===== config.mk =====
export PLATFORM = sky130hd
export DESIGN_NAME = lowest_free_id_allocator_flat
export DESIGN_NICKNAME = d
export VERILOG_FILES = /design/src/rtl/lfa_pkg.sv /design/src/rtl/lfa_if.sv /design/src/rtl/lowest_free_id_allocator.sv /design/src/flat_wrapper.sv
export SDC_FILE = /design/constraint.sdc
export NUM_CORES = 2
export LEC_CHECK = 0
export BUFFER_PORTS_ARGS = -buffer_cell sky130_fd_sc_hd__buf_2
export CAP_MARGIN = 25
export CELL_PAD_IN_SITES_DETAIL_PLACEMENT = 0
export CELL_PAD_IN_SITES_GLOBAL_PLACEMENT = 1
export CORE_ASPECT_RATIO = 1.5
export CORE_MARGIN = 3
export CORE_UTILIZATION = 55
export DETAILED_ROUTE_END_ITERATION = 8
export PLACE_DENSITY_LB_ADDON = 0.3
export SYNTH_ARGS = -nofsm -noshare
export SYNTH_HDL_FRONTEND = slang
export SYNTH_SLANG_ARGS = --single-unit

===== constraint.sdc =====
create_clock -name clk -period 14.1 [get_ports clk]
set_input_delay 0.705 -clock clk [delete_from_list [all_inputs] [get_ports clk]]
set_output_delay 0.705 -clock clk [all_outputs]
set_load 0.01 [all_outputs]

===== src/rtl/lfa_pkg.sv =====
package lfa_pkg;

  localparam int MAX_IDS  = 1024;
  localparam int ID_SPACE = 1024;
  localparam int ID_W     = 10;
  localparam int CFG_W    = 11;
  localparam int WORD_W   = 64;
  localparam int BIT_W    = 6;
  localparam int NWORDS   = (MAX_IDS + WORD_W - 1) / WORD_W;
  localparam int WIDX_W   = (NWORDS > 1) ? $clog2(NWORDS) : 1;
  localparam int CNT_W    = $clog2(NWORDS + 1);
  localparam int EFF_MAX  = (MAX_IDS < ID_SPACE) ? MAX_IDS : ID_SPACE;

  localparam logic [CFG_W-1:0] POOL_RESET = CFG_W'(1024);

  // request codes
  localparam logic [1:0] MODE_GET     = 2'd0;
  localparam logic [1:0] MODE_CHECK   = 2'd1;
  localparam logic [1:0] MODE_RELEASE = 2'd2;

  typedef enum logic [1:0] {
    S_FILL,
    S_IDLE,
    S_EXEC
  } state_t;

  typedef logic [WORD_W-1:0] word_t;

  // pool size limited to what the bitmap and the id field can reach
  function automatic logic [CFG_W-1:0] eff_size(input logic [CFG_W-1:0] n);
    if (int'(n) > EFF_MAX) return CFG_W'(EFF_MAX);
    return n;
  endfunction

  // initial content of bitmap word w for an effective pool size n
  function automatic word_t fill_word(input logic [CFG_W-1:0] n, input int w);
    int base;
    int nn;
    base = w * WORD_W;
    nn   = int'(n);
    if (nn >= base + WORD_W) return '1;
    if (nn > base) return (word_t'(1) << (nn - base)) - word_t'(1);
    return '0;
  endfunction

  function automatic logic [NWORDS-1:0] fill_summary(input logic [CFG_W-1:0] n);
    logic [NWORDS-1:0] s;
    for (int w = 0; w < NWORDS; w++) begin
      s[w] = int'(n) > w * WORD_W;
    end
    return s;
  endfunction

  function automatic logic [BIT_W-1:0] lowest_bit(input word_t v);
    logic [BIT_W-1:0] r;
    r = '0;
    for (int i = WORD_W - 1; i >= 0; i--) begin
      if (v[i]) r = BIT_W'(i);
    end
    return r;
  endfunction

  function automatic logic [WIDX_W-1:0] lowest_word(input logic [NWORDS-1:0] v);
    logic [WIDX_W-1:0] r;
    r = '0;
    for (int i = NWORDS - 1; i >= 0; i--) begin
      if (v[i]) r = WIDX_W'(i);
    end
    return r;
  endfunction

endpackage


===== src/rtl/lfa_if.sv =====
interface lfa_in_if;
  logic                     valid;
  logic                     ready;
  logic [1:0]               mode;
  logic [lfa_pkg::ID_W-1:0] id_number;

  modport source (output valid, output mode, output id_number, input ready);
  modport sink (input valid, input mode, input id_number, output ready);
endinterface

interface lfa_out_if;
  logic                     valid;
  logic                     ready;
  logic [lfa_pkg::ID_W-1:0] granted_id;
  logic                     granted;
  logic                     is_free;

  modport source (output valid, output granted_id, output granted, output is_free,
                  input ready);
  modport sink (input valid, input granted_id, input granted, input is_free,
                output ready);
endinterface


===== src/rtl/lowest_free_id_allocator.sv =====
// lowest-first free id allocator
// in_ch carries one request per transaction: mode get (grant the lowest free id),
// check (report whether id_number is free) or release (free id_number, no result).
// out_ch carries one result transaction for every get and check; release and the
// unused mode code produce none. cfg_we/cfg_wdata write pool_size; a write frees
// every id below the new pool size and marks all others not free.
// ids live in a 64-bit-per-word free bitmap held in a single-port synchronous ram,
// plus a per-word nonempty summary in flops.
// requests do not overlap: a new one is taken only after the last has left the execute
// cycle. the accept cycle picks the word (lowest summary bit for get, id word otherwise)
// and reads the ram; the next cycle finds the lowest set bit, writes the word back and
// loads the result register.
// out_ch.valid is registered and rises once the execute cycle completes.
// reset (synchronous, rst_n low) and every pool_size write start a fill pass that
// rewrites each of the NWORDS bitmap words (16 at 1024 ids); in_ch.ready is low during
// the pass.
// if out_ch stalls, a new request is still taken; its write-back and result wait
// in the execute cycle until the result register drains.
module lowest_free_id_allocator (
  input  logic                      clk,
  input  logic                      rst_n,
  lfa_in_if.sink                    in_ch,
  lfa_out_if.source                 out_ch,
  input  logic                      cfg_we,
  input  logic [lfa_pkg::CFG_W-1:0] cfg_wdata
);

  // control state
  lfa_pkg::state_t                  state_r, state_nxt;
  logic [lfa_pkg::CFG_W-1:0]        pool_size_r;
  logic [lfa_pkg::NWORDS-1:0]       summary_r, summary_nxt;
  logic [lfa_pkg::CNT_W-1:0]        fill_cnt_r, fill_cnt_nxt;
  logic                             out_valid_r, out_valid_nxt;

  // request being executed
  logic [1:0]                       mode_r;
  logic [lfa_pkg::ID_W-1:0]         id_r;
  logic [lfa_pkg::WIDX_W-1:0]       widx_r;
  logic                             hit_r;
  lfa_pkg::word_t                   rdata_r;

  // result register
  logic [lfa_pkg::ID_W-1:0]         out_granted_id_r;
  logic                             out_granted_r;
  logic                             out_is_free_r;

  // bitmap ram
  lfa_pkg::word_t                   mem [lfa_pkg::NWORDS];
  logic                             mem_we;
  logic [lfa_pkg::WIDX_W-1:0]       mem_waddr;
  lfa_pkg::word_t                   mem_wdata;

  logic [lfa_pkg::CFG_W-1:0]        eff;
  logic                             in_ready;
  logic                             in_acc;
  logic                             id_inside;
  logic [lfa_pkg::WIDX_W-1:0]       rd_widx;
  logic                             rd_hit;

  logic [lfa_pkg::BIT_W-1:0]        sb;
  lfa_pkg::word_t                   get_word;
  lfa_pkg::word_t                   rel_word;
  logic                             is_get, is_check, is_rel;
  logic                             emit_need, exec_done;
  logic [lfa_pkg::WIDX_W+lfa_pkg::BIT_W+lfa_pkg::ID_W-1:0] grant_full;

  assign eff    = lfa_pkg::eff_size(pool_size_r);
  assign in_acc = in_ch.valid && in_ready;
  assign in_ch.ready = in_ready;

  // request decode in the accept cycle
  assign id_inside = {1'b0, in_ch.id_number} < eff;
  always_comb begin
    if (in_ch.mode == lfa_pkg::MODE_GET) begin
      rd_widx = lfa_pkg::lowest_word(summary_r);
      rd_hit  = |summary_r;
    end else begin
      rd_widx = lfa_pkg::WIDX_W'(in_ch.id_number[lfa_pkg::ID_W-1:lfa_pkg::BIT_W]);
      rd_hit  = id_inside;
    end
  end

  // execute cycle datapath
  assign is_get    = mode_r == lfa_pkg::MODE_GET;
  assign is_check  = mode_r == lfa_pkg::MODE_CHECK;
  assign is_rel    = mode_r == lfa_pkg::MODE_RELEASE;
  assign sb        = lfa_pkg::lowest_bit(rdata_r);
  assign get_word  = rdata_r & ~(lfa_pkg::word_t'(1) << sb);
  assign rel_word  = rdata_r | (lfa_pkg::word_t'(1) << id_r[lfa_pkg::BIT_W-1:0]);
  assign emit_need = is_get || is_check;
  assign exec_done = !emit_need || !out_valid_r || out_ch.ready;
  assign grant_full = {{lfa_pkg::ID_W{1'b0}}, widx_r, sb};

  // next state, ram write and summary update
  always_comb begin
    state_nxt     = state_r;
    fill_cnt_nxt  = fill_cnt_r;
    summary_nxt   = summary_r;
    out_valid_nxt = out_valid_r && !out_ch.ready;
    in_ready      = 1'b0;
    mem_we        = 1'b0;
    mem_waddr     = widx_r;
    mem_wdata     = rel_word;
    unique case (state_r)
      lfa_pkg::S_FILL: begin
        mem_we       = 1'b1;
        mem_waddr    = fill_cnt_r[lfa_pkg::WIDX_W-1:0];
        mem_wdata    = lfa_pkg::fill_word(eff, int'(fill_cnt_r));
        fill_cnt_nxt = fill_cnt_r + lfa_pkg::CNT_W'(1);
        if (fill_cnt_r == lfa_pkg::CNT_W'(lfa_pkg::NWORDS - 1)) begin
          state_nxt = lfa_pkg::S_IDLE;
        end
      end
      lfa_pkg::S_IDLE: begin
        in_ready = 1'b1;
        if (in_ch.valid) begin
          state_nxt = lfa_pkg::S_EXEC;
        end
      end
      lfa_pkg::S_EXEC: begin
        if (exec_done) begin
          state_nxt = lfa_pkg::S_IDLE;
          if (emit_need) out_valid_nxt = 1'b1;
          if (hit_r && is_get) begin
            mem_we    = 1'b1;
            mem_wdata = get_word;
            if (get_word == '0) summary_nxt[widx_r] = 1'b0;
          end
          if (hit_r && is_rel) begin
            mem_we              = 1'b1;
            mem_wdata           = rel_word;
            summary_nxt[widx_r] = 1'b1;
          end
        end
      end
      default: begin
        state_nxt = lfa_pkg::S_IDLE;
      end
    endcase
    // a pool size write restarts the fill pass
    if (cfg_we) begin
      state_nxt    = lfa_pkg::S_FILL;
      fill_cnt_nxt = '0;
      summary_nxt  = lfa_pkg::fill_summary(lfa_pkg::eff_size(cfg_wdata));
    end
  end

  always_ff @(posedge clk) begin
    if (!rst_n) begin
      state_r     <= lfa_pkg::S_FILL;
      fill_cnt_r  <= '0;
      pool_size_r <= lfa_pkg::POOL_RESET;
      summary_r   <= lfa_pkg::fill_summary(lfa_pkg::eff_size(lfa_pkg::POOL_RESET));
      out_valid_r <= 1'b0;
    end else begin
      state_r     <= state_nxt;
      fill_cnt_r  <= fill_cnt_nxt;
      summary_r   <= summary_nxt;
      out_valid_r <= out_valid_nxt;
      if (cfg_we) pool_size_r <= cfg_wdata;
    end
  end

  // request capture and ram read
  always_ff @(posedge clk) begin
    if (in_acc) begin
      mode_r  <= in_ch.mode;
      id_r    <= in_ch.id_number;
      widx_r  <= rd_widx;
      hit_r   <= rd_hit;
      rdata_r <= mem[rd_widx];
    end
  end

  always_ff @(posedge clk) begin
    if (mem_we) mem[mem_waddr] <= mem_wdata;
  end

  // result register
  always_ff @(posedge clk) begin
    if (state_r == lfa_pkg::S_EXEC && exec_done && emit_need) begin
      out_granted_r    <= is_get && hit_r;
      out_granted_id_r <= (is_get && hit_r) ? grant_full[lfa_pkg::ID_W-1:0] : '0;
      out_is_free_r    <= is_check && hit_r && rdata_r[id_r[lfa_pkg::BIT_W-1:0]];
    end
  end

  assign out_ch.valid      = out_valid_r;
  assign out_ch.granted_id = out_granted_id_r;
  assign out_ch.granted    = out_granted_r;
  assign out_ch.is_free    = out_is_free_r;

  // checks
  a_no_accept_in_fill: assert property (@(posedge clk) disable iff (!rst_n)
    state_r == lfa_pkg::S_FILL |-> !in_ch.ready)
    else $error("request taken during fill pass");

  a_accept_to_exec: assert property (@(posedge clk) disable iff (!rst_n)
    (in_ch.valid && in_ch.ready && !cfg_we) |=> state_r == lfa_pkg::S_EXEC)
    else $error("accepted request not executed");

  a_cfg_restarts_fill: assert property (@(posedge clk) disable iff (!rst_n)
    cfg_we |=> (state_r == lfa_pkg::S_FILL && fill_cnt_r == '0))
    else $error("pool size write did not restart fill");

  a_result_exclusive: assert property (@(posedge clk) disable iff (!rst_n)
    out_ch.valid |-> !(out_ch.granted && out_ch.is_free))
    else $error("result marks both grant and free");

  a_grant_in_pool: assert property (@(posedge clk) disable iff (!rst_n)
    (out_ch.valid && out_ch.granted) |-> ({1'b0, out_ch.granted_id} < eff))
    else $error("granted id outside pool");

endmodule


===== src/flat_wrapper.sv =====
// flat-port wrapper written by rule: the top's interface ports become plain ports
module lowest_free_id_allocator_flat 
  (clk, rst_n, cfg_we, cfg_wdata, in_ch_valid, in_ch_mode, in_ch_id_number, in_ch_ready, out_ch_valid, out_ch_granted_id, out_ch_granted, out_ch_is_free, out_ch_ready);
  lfa_in_if in_ch_i ();
  lfa_out_if out_ch_i ();
  input  logic clk;
  input  logic rst_n;
  input  logic cfg_we;
  input  logic [lfa_pkg::CFG_W-1:0] cfg_wdata;
  input wire logic [$bits(in_ch_i.valid)-1:0] in_ch_valid;
  input wire logic [$bits(in_ch_i.mode)-1:0] in_ch_mode;
  input wire logic [$bits(in_ch_i.id_number)-1:0] in_ch_id_number;
  output wire logic [$bits(in_ch_i.ready)-1:0] in_ch_ready;
  output wire logic [$bits(out_ch_i.valid)-1:0] out_ch_valid;
  output wire logic [$bits(out_ch_i.granted_id)-1:0] out_ch_granted_id;
  output wire logic [$bits(out_ch_i.granted)-1:0] out_ch_granted;
  output wire logic [$bits(out_ch_i.is_free)-1:0] out_ch_is_free;
  input wire logic [$bits(out_ch_i.ready)-1:0] out_ch_ready;
  assign in_ch_i.valid = in_ch_valid;
  assign in_ch_i.mode = in_ch_mode;
  assign in_ch_i.id_number = in_ch_id_number;
  assign in_ch_ready = in_ch_i.ready;
  assign out_ch_valid = out_ch_i.valid;
  assign out_ch_granted_id = out_ch_i.granted_id;
  assign out_ch_granted = out_ch_i.granted;
  assign out_ch_is_free = out_ch_i.is_free;
  assign out_ch_i.ready = out_ch_ready;
  lowest_free_id_allocator u_core (.clk(clk), .rst_n(rst_n), .in_ch(in_ch_i), .out_ch(out_ch_i), .cfg_we(cfg_we), .cfg_wdata(cfg_wdata));
endmodule

After elaboration in Yosys (flattened, before gate mapping):

Memory sizes are Yosys's and may differ from the RTL's. A register that Yosys moved wholly into a read port is not among the register bits.
Cells that the tools add are included.

* bits in registers: 60
* memory bits (writable): 1024
* input port bits: 28
* output and inout port bits: 14
* memories kept: 1

Memories
* u_core.mem: words 16, bits a word 64, read ports 1, clocked after memory_dff 1, write ports 1, RTL line lowest_free_id_allocator.sv:48 `lfa_pkg::word_t mem [lfa_pkg::NWORDS];`

* $add $sub $neg: 4
* order comparisons: 24
* equal/unequal tests: 8
* shift-type cells: 3
* mux-type cells: 130
* bitwise gates (word level): 7
* reductions and logical operators: 25

Operator list (number)
* two-way mux 64 bit: 7
* two-way mux 6 bit: 64
* two-way mux 16 bit: 8
* case mux 64 bit (2 select lines): 1
* left shift 1 x 6 -> 64 bit, first input constant: 2
* greater-than comparator 11 x 10 -> 1 bit, second input constant: 8
* two-way mux 4 bit: 18
* bitwise AND 64 bit: 1
* logical NOT 64 bit: 1
* inverter 64 bit: 1
* bitwise OR 64 bit: 1
* left shift 1 x 32 -> 64 bit, first input constant: 1
* subtractor 64 x 1 -> 64 bit, second input constant: 1
* two-way mux 11 bit: 5
* greater-than comparator 11 x 9 -> 1 bit, second input constant: 4
* >= comparator 12 x 32 -> 1 bit: 1
* greater-than comparator 11 bit, second input constant: 2
* greater-than comparator 11 x 8 -> 1 bit, second input constant: 2
* two-way mux 1 bit: 20
* bitwise AND 16 bit: 1
* inverter 16 bit: 1
* bitwise OR 16 bit: 1
* OR reduction 16 bit: 1
* adder 11 x 7 -> 12 bit, second input constant: 1
* 28 further kinds: 48

Depth between registers and ports, before layout:

* depth in word-level cells: 77
* depth in mapped cells: 22
* mapped depth without buffers: 18

Least setup slack after synthesis:

No wires, ideal clock.

* kind: reg2reg
* start: register u_core.pool_size_r[10] (netlist name)
* end: memory u_core.mem[0][60] (netlist name) (data pin)
* library setup time: 0.330 ns
* arrival: 5.570 ns
* data required time: 13.770 ns
* path slack: 8.200 ns
* stages on the path, launching flop included: 23
* buffers on the path: 4
* clock period less this slack: 5.900 ns
* cell sequence: dfxtp_1 clkbuf_1 clkbuf_1 inv_1 clkbuf_1 nand2_1 ha_1 fa_1 nor2b_1 o21ai_0 a21o_1 o2111a_1 o21ai_1 clkbuf_1 nor2_1 nand3_1 ha_1 or4b_2 nor3_1 nand4_1 nor2_1 xor2_1 o21ai_0

* cells in the longest elaborated chain, start to end: 10
* elaborated cells between the ends (all ways): 17
* those cells by class: add/sub: 2; order compare: 3; shift: 1; mux: 11

Ends and longest elaborated chain
* from (decl): RTL line lowest_free_id_allocator.sv:30 `logic [lfa_pkg::CFG_W-1:0] pool_size_r;`
* from (signal assigned): RTL line lowest_free_id_allocator.sv:152 `pool_size_r <= lfa_pkg::POOL_RESET;`
* from (signal assigned): RTL line lowest_free_id_allocator.sv:160 `if (cfg_we) pool_size_r <= cfg_wdata;`
* greater-than comparator 11 bit: RTL line lfa_pkg.sv:31 `if (int'(n) > EFF_MAX) return CFG_W'(EFF_MAX);`
* two-way mux 1 bit: RTL line lfa_pkg.sv:31
* two-way mux 11 bit (*): RTL line lfa_pkg.sv:32 `return n;`
* subtractor 11 x 11 -> 12 bit / greater-than comparator 11 bit (equally long branches): RTL line lfa_pkg.sv:42 `if (nn > base) return (word_t'(1) << (nn - base)) - word_t'(1);`
* left shift 1 x 32 -> 64 bit / two-way mux 1 bit (equally long branches): RTL line lfa_pkg.sv:42
* subtractor 64 x 1 -> 64 bit / two-way mux 1 bit (equally long branches): RTL line lfa_pkg.sv:42
* two-way mux 64 bit / two-way mux 1 bit (equally long branches): RTL line lfa_pkg.sv:42, lowest_free_id_allocator.sv:104
* two-way mux 64 bit: RTL line lfa_pkg.sv:43 `return '0;`
* two-way mux 64 bit (*): RTL line lfa_pkg.sv:42
* case mux 64 bit (2 select lines) (*): RTL line lowest_free_id_allocator.sv:104 `unique case (state_r)`
* named net u_core.mem_wdata[60]: RTL line lowest_free_id_allocator.sv:51 `lfa_pkg::word_t mem_wdata;`
* to (decl): RTL line lowest_free_id_allocator.sv:48

Mark *: on every way through the listed nets, which the timed path passes. The rest lies on a longest branch. The select of a mux whose other input is x is not followed.

Worst setup path after layout:

* start: register u_core.pool_size_r[10] (netlist name)
* end: memory u_core.mem[5][62] (netlist name) (data pin)

The elaborated chain is that of the path after synthesis.

==> impl_metrics.json <==
{
  "status": "complete, no violations",
  "worst_slew_pin_slew_ns": 1.13,
  "ff2ff_path_depth": 17,
  "p_int_mw": 5.36,
  "crit_buf_inv": 3,
  "setup_tns_ns": 0,
  "syn_inst": 4574,
  "max_freq_mhz": 139,
  "holdWs_ns": 0.189,
  "viasPerCell": 6.83,
  "hold_depth": 1,
  "crit_family": "simple AND/OR/NAND/NOR gates",
  "ir_worst_vdd_mv": 0.111,
  "p_leak_nw": 18.9,
  "clock_power_share": 0.382,
  "comb_power_share": 0.076,
  "cts_tree": "yes",
  "start_kind": "flop",
  "p_per_area_nw_per_um2": 121,
  "drt_iter0_drc": 5133,
  "h-tree-depth": 3,
  "clock-root-buffer": "clkbuf_16",
  "post_cts_resize_count": 0,
  "cp_cell_sequence": "inv_1 > nand2_1 > inv_1 > ha_1 > nor2b_1 > o21a_1 > o21a_1 > o2111ai_1 > a211oi_1 > buf_4 > nand2_1 > ha_1 > or4b_2 > nor3_1 > nand4_1 > a31oi_1 > nand3_1",
  "sw_frac_of_total": 0.230,
  "power.switching_mw": 1.60,
  "synth_seq_area_share": 0.647,
  "clkTransAtPathRegs_ns": 0.07,
  "drv_slew": 0,
  "fin_worst_skew_ns": 0.0540,
  "cts_made_buffers": 103,
  "coreArea_um2": 94800,
  "final_common_cell": "edfxtp_1",
  "synth.avg_cell_area_um2": 11.5,
  "die_w_um": 259,
  "drive_gt1_frac": 0.0910,
  "synth.distinct_cells": 98,
  "nFillCells": 7513,
  "final_cell_mix": "edfxtp_1, nand2_1, nand3_1, nor2_1, a21oi_1",
  "post_cts_buffers": 0,
  "syn_area_um2": 52700,
  "hold_end": "u_core.mode_r[0]",
  "num_io_pins": 42,
  "die_y_um": 385,
  "cts_buffer_depth": 3,
  "worstPathArrival_ns": 7.46,
  "grt_pass1_wl_um": 263000,
  "ys_ff_latch": 1148,
  "async_flop_share": 0,
  "fin_ws_ns": 6.91,
  "synth_nets": 4626,
  "synth_edf_count": 1113,
  "dp_hpwl_um": 109000,
  "area_growth_pct": 9.55,
  "finalSetupViolations": 0,
  "regToRegEndpoint": "u_core.mem[5][62]",
  "seqPwrFrac": 0.542,
  "yosys_most_used_dff": "edfxtp_1",
  "io_buffers": 41,
  "floorplan.initialDensity": 0.556,
  "path_class": "flop to flop",
  "num_vias": 40144,
  "power_mw": 6.96,
  "r2r-start": "u_core.pool_size_r[10]",
  "hp-class": "input port to flop",
  "hp-start": "in_ch_mode[0]",
  "hold_viol_final": 0,
  "fp.dieArea_um2": 99700,
  "grt_overflow": 0,
  "cp-end-kind": "flop",
  "grtUsageTotal": 0.364,
  "rsz0062_at_grt": "no",
  "postCtsHoldBufs": 0,
  "finalCritPeriodShare": 0.510,
  "dr.pass1.iters": 6,
  "gp_congestion": 1.07,
  "routedWlPerCell_um": 31.1,
  "clk_latency_ns": 0.74,
  "synth_warnings": 0,
  "fin_crit_ns": 7.19,
  "grt_start_max_net_pins": 187,
  "post-place-ws_ns": 7.25,
  "detail-route-antenna-nets": 0,
  "final_nets": 4581,
  "drcViolationCount": 0,
  "path_max_fanout": 27,
  "antenna_found_initial": 5,
  "worst_ep_required_time_ns": 14.37,
  "timing.critical_path.slowest_cell_delay_ns": 0.99,
  "drv_cap": 0,
  "slew_headroom": 0.245,
  "rows": 138,
  "clock_sinks": 1148,
  "totalWireLength_um": 183000,
  "grt_pass1_vias": 38204,
  "r2r_slack_ns": 6.91,
  "cpMaxStageDelayCell": "dfxtp_1"
}
sequential cells by signal (all words and copies together) (netlist names):
| register | count |
|---|---|
| u_core.summary_r | 16 |
| u_core.id_r | 6 |
| u_core.hit_r | 1 |
| u_core.pool_size_r | 11 |
| u_core.out_ch.granted_id | 10 |
| u_core.state_r | 2 |
| u_core.fill_cnt_r | 5 |
| u_core.mem | 1024 |
| u_core.rdata_r | 64 |
| u_core.mode_r | 2 |
| u_core.widx_r | 4 |
| u_core.out_ch.valid | 1 |
| u_core.out_ch.granted | 1 |
| u_core.out_ch.is_free | 1 |
worst max path at each step:
stage	startpoint	end	cells after the start
finish	u_core.pool_size_r[10]	u_core.mem[5][62]	17
global placement	u_core.pool_size_r[10]	u_core.mem[8][60]	18
CTS	u_core.pool_size_r[10]	u_core.mem[12][52]	19
detailed placement	u_core.pool_size_r[10]	u_core.mem[9][52]	19
global route	u_core.pool_size_r[10]	u_core.mem[14][60]	18
floorplan	u_core.pool_size_r[10]	u_core.mem[0][60]	22
power by group through the flow:
stage                     logic [mW]  clock network (mW)  registers (mW)
after CTS                      0.519                2.69            3.77
after detailed placement       0.517                   0            3.85
after floorplan                0.338                   0            3.84
after global placement         0.512                   0            3.84
after global routing           0.569                2.83            3.77
final                          0.528                2.66            3.77
layer usage:
metal | global-route usage | up-vias | wire [µm]
met4 | 0.238 | 6 | 13500
met5 | 0 | - | 44
met3 | 0.0683 | 701 | 17500
li1 | - | 17224 | -
met2 | 0.570 | 2492 | 84100
met1 | 0.467 | 19721 | 67600
cell families after synthesis:
family,share of synthesized area
XOR/XNOR,0.00382
adder cells (fa/ha/maj),0.00603
AND/OR/NAND/NOR,0.175
multiplexers,0.0114
flip-flops,0.647
AO/OA/AOI/OAI,0.128
buffers and inverters,0.0282
synth_stat cells (all sizes together), types with 6 or more instances:
master | count | area [µm²]
or3 | 20 | 125
a211oi | 25 | 188
nand3 | 372 | 1870
o31a | 6 | 52.6
o31ai | 35 | 263
a21o | 12 | 90.1
a21oi | 167 | 836
inv | 48 | 180
xnor2 | 18 | 158
and3 | 73 | 457
or2 | 8 | 50.1
a311oi | 130 | 1140
o221ai | 9 | 78.8
buf | 37 | 165
o41ai | 8 | 77.6
o2111ai | 14 | 123
a211o | 10 | 88.8
clkbuf | 299 | 1120
nand4 | 16 | 100
nand2b | 30 | 188
mux2i | 13 | 130
a31oi | 91 | 576
or4 | 19 | 158
dfxtp | 35 | 701
ha | 23 | 288
o21ai | 137 | 693
nor3b | 6 | 45.0
nor3 | 68 | 340
a311o | 64 | 641
nor2b | 29 | 181
edfxtp | 1113 | 33400
and2 | 86 | 538
nor2 | 213 | 807
mux4 | 21 | 473
o311ai | 7 | 61.3
o211ai | 28 | 243
o22ai | 30 | 188
o21bai | 7 | 63.8
nand2 | 1031 | 3870
o21a | 26 | 195
a221oi | 73 | 639
nor4 | 36 | 305
worst reg2reg max path: stages, from the launching register on:
cell,delay [ns]
dfxtp_1,0.99
inv_1,0.47
nand2_1,0.25
inv_1,0.09
ha_1,0.29
nor2b_1,0.13
o21a_1,0.18
o21a_1,0.21
o2111ai_1,0.61
a211oi_1,0.12
buf_4,0.23
nand2_1,0.11
ha_1,0.26
or4b_2,0.65
nor3_1,0.70
nand4_1,0.43
a31oi_1,0.49
nand3_1,0.53
through the flow:
step,cell area (µm²),std cells,util
final,57700,5875,0.609
after global routing,57700,5873,0.609
after CTS,57600,5863,0.608
after detailed placement,54500,5674,0.575
after global placement,54500,5672,0.575
after floorplan,52700,4574,-
layout make-up:
type,instances,area (µm²),area share
Tap cell,1260,1580,0.0273
Timing Repair Buffer,186,1350,0.0234
Multi-Input combinational cell,3037,17300,0.300
Clock buffer,142,2790,0.0483
Antenna cell,2,5.00,0.0000867
Inverter,53,214,0.00371
Sequential cell,1148,34100,0.591
Clock inverter,47,373,0.00646
No activity file was read; power rests on OpenSTA's default activity.
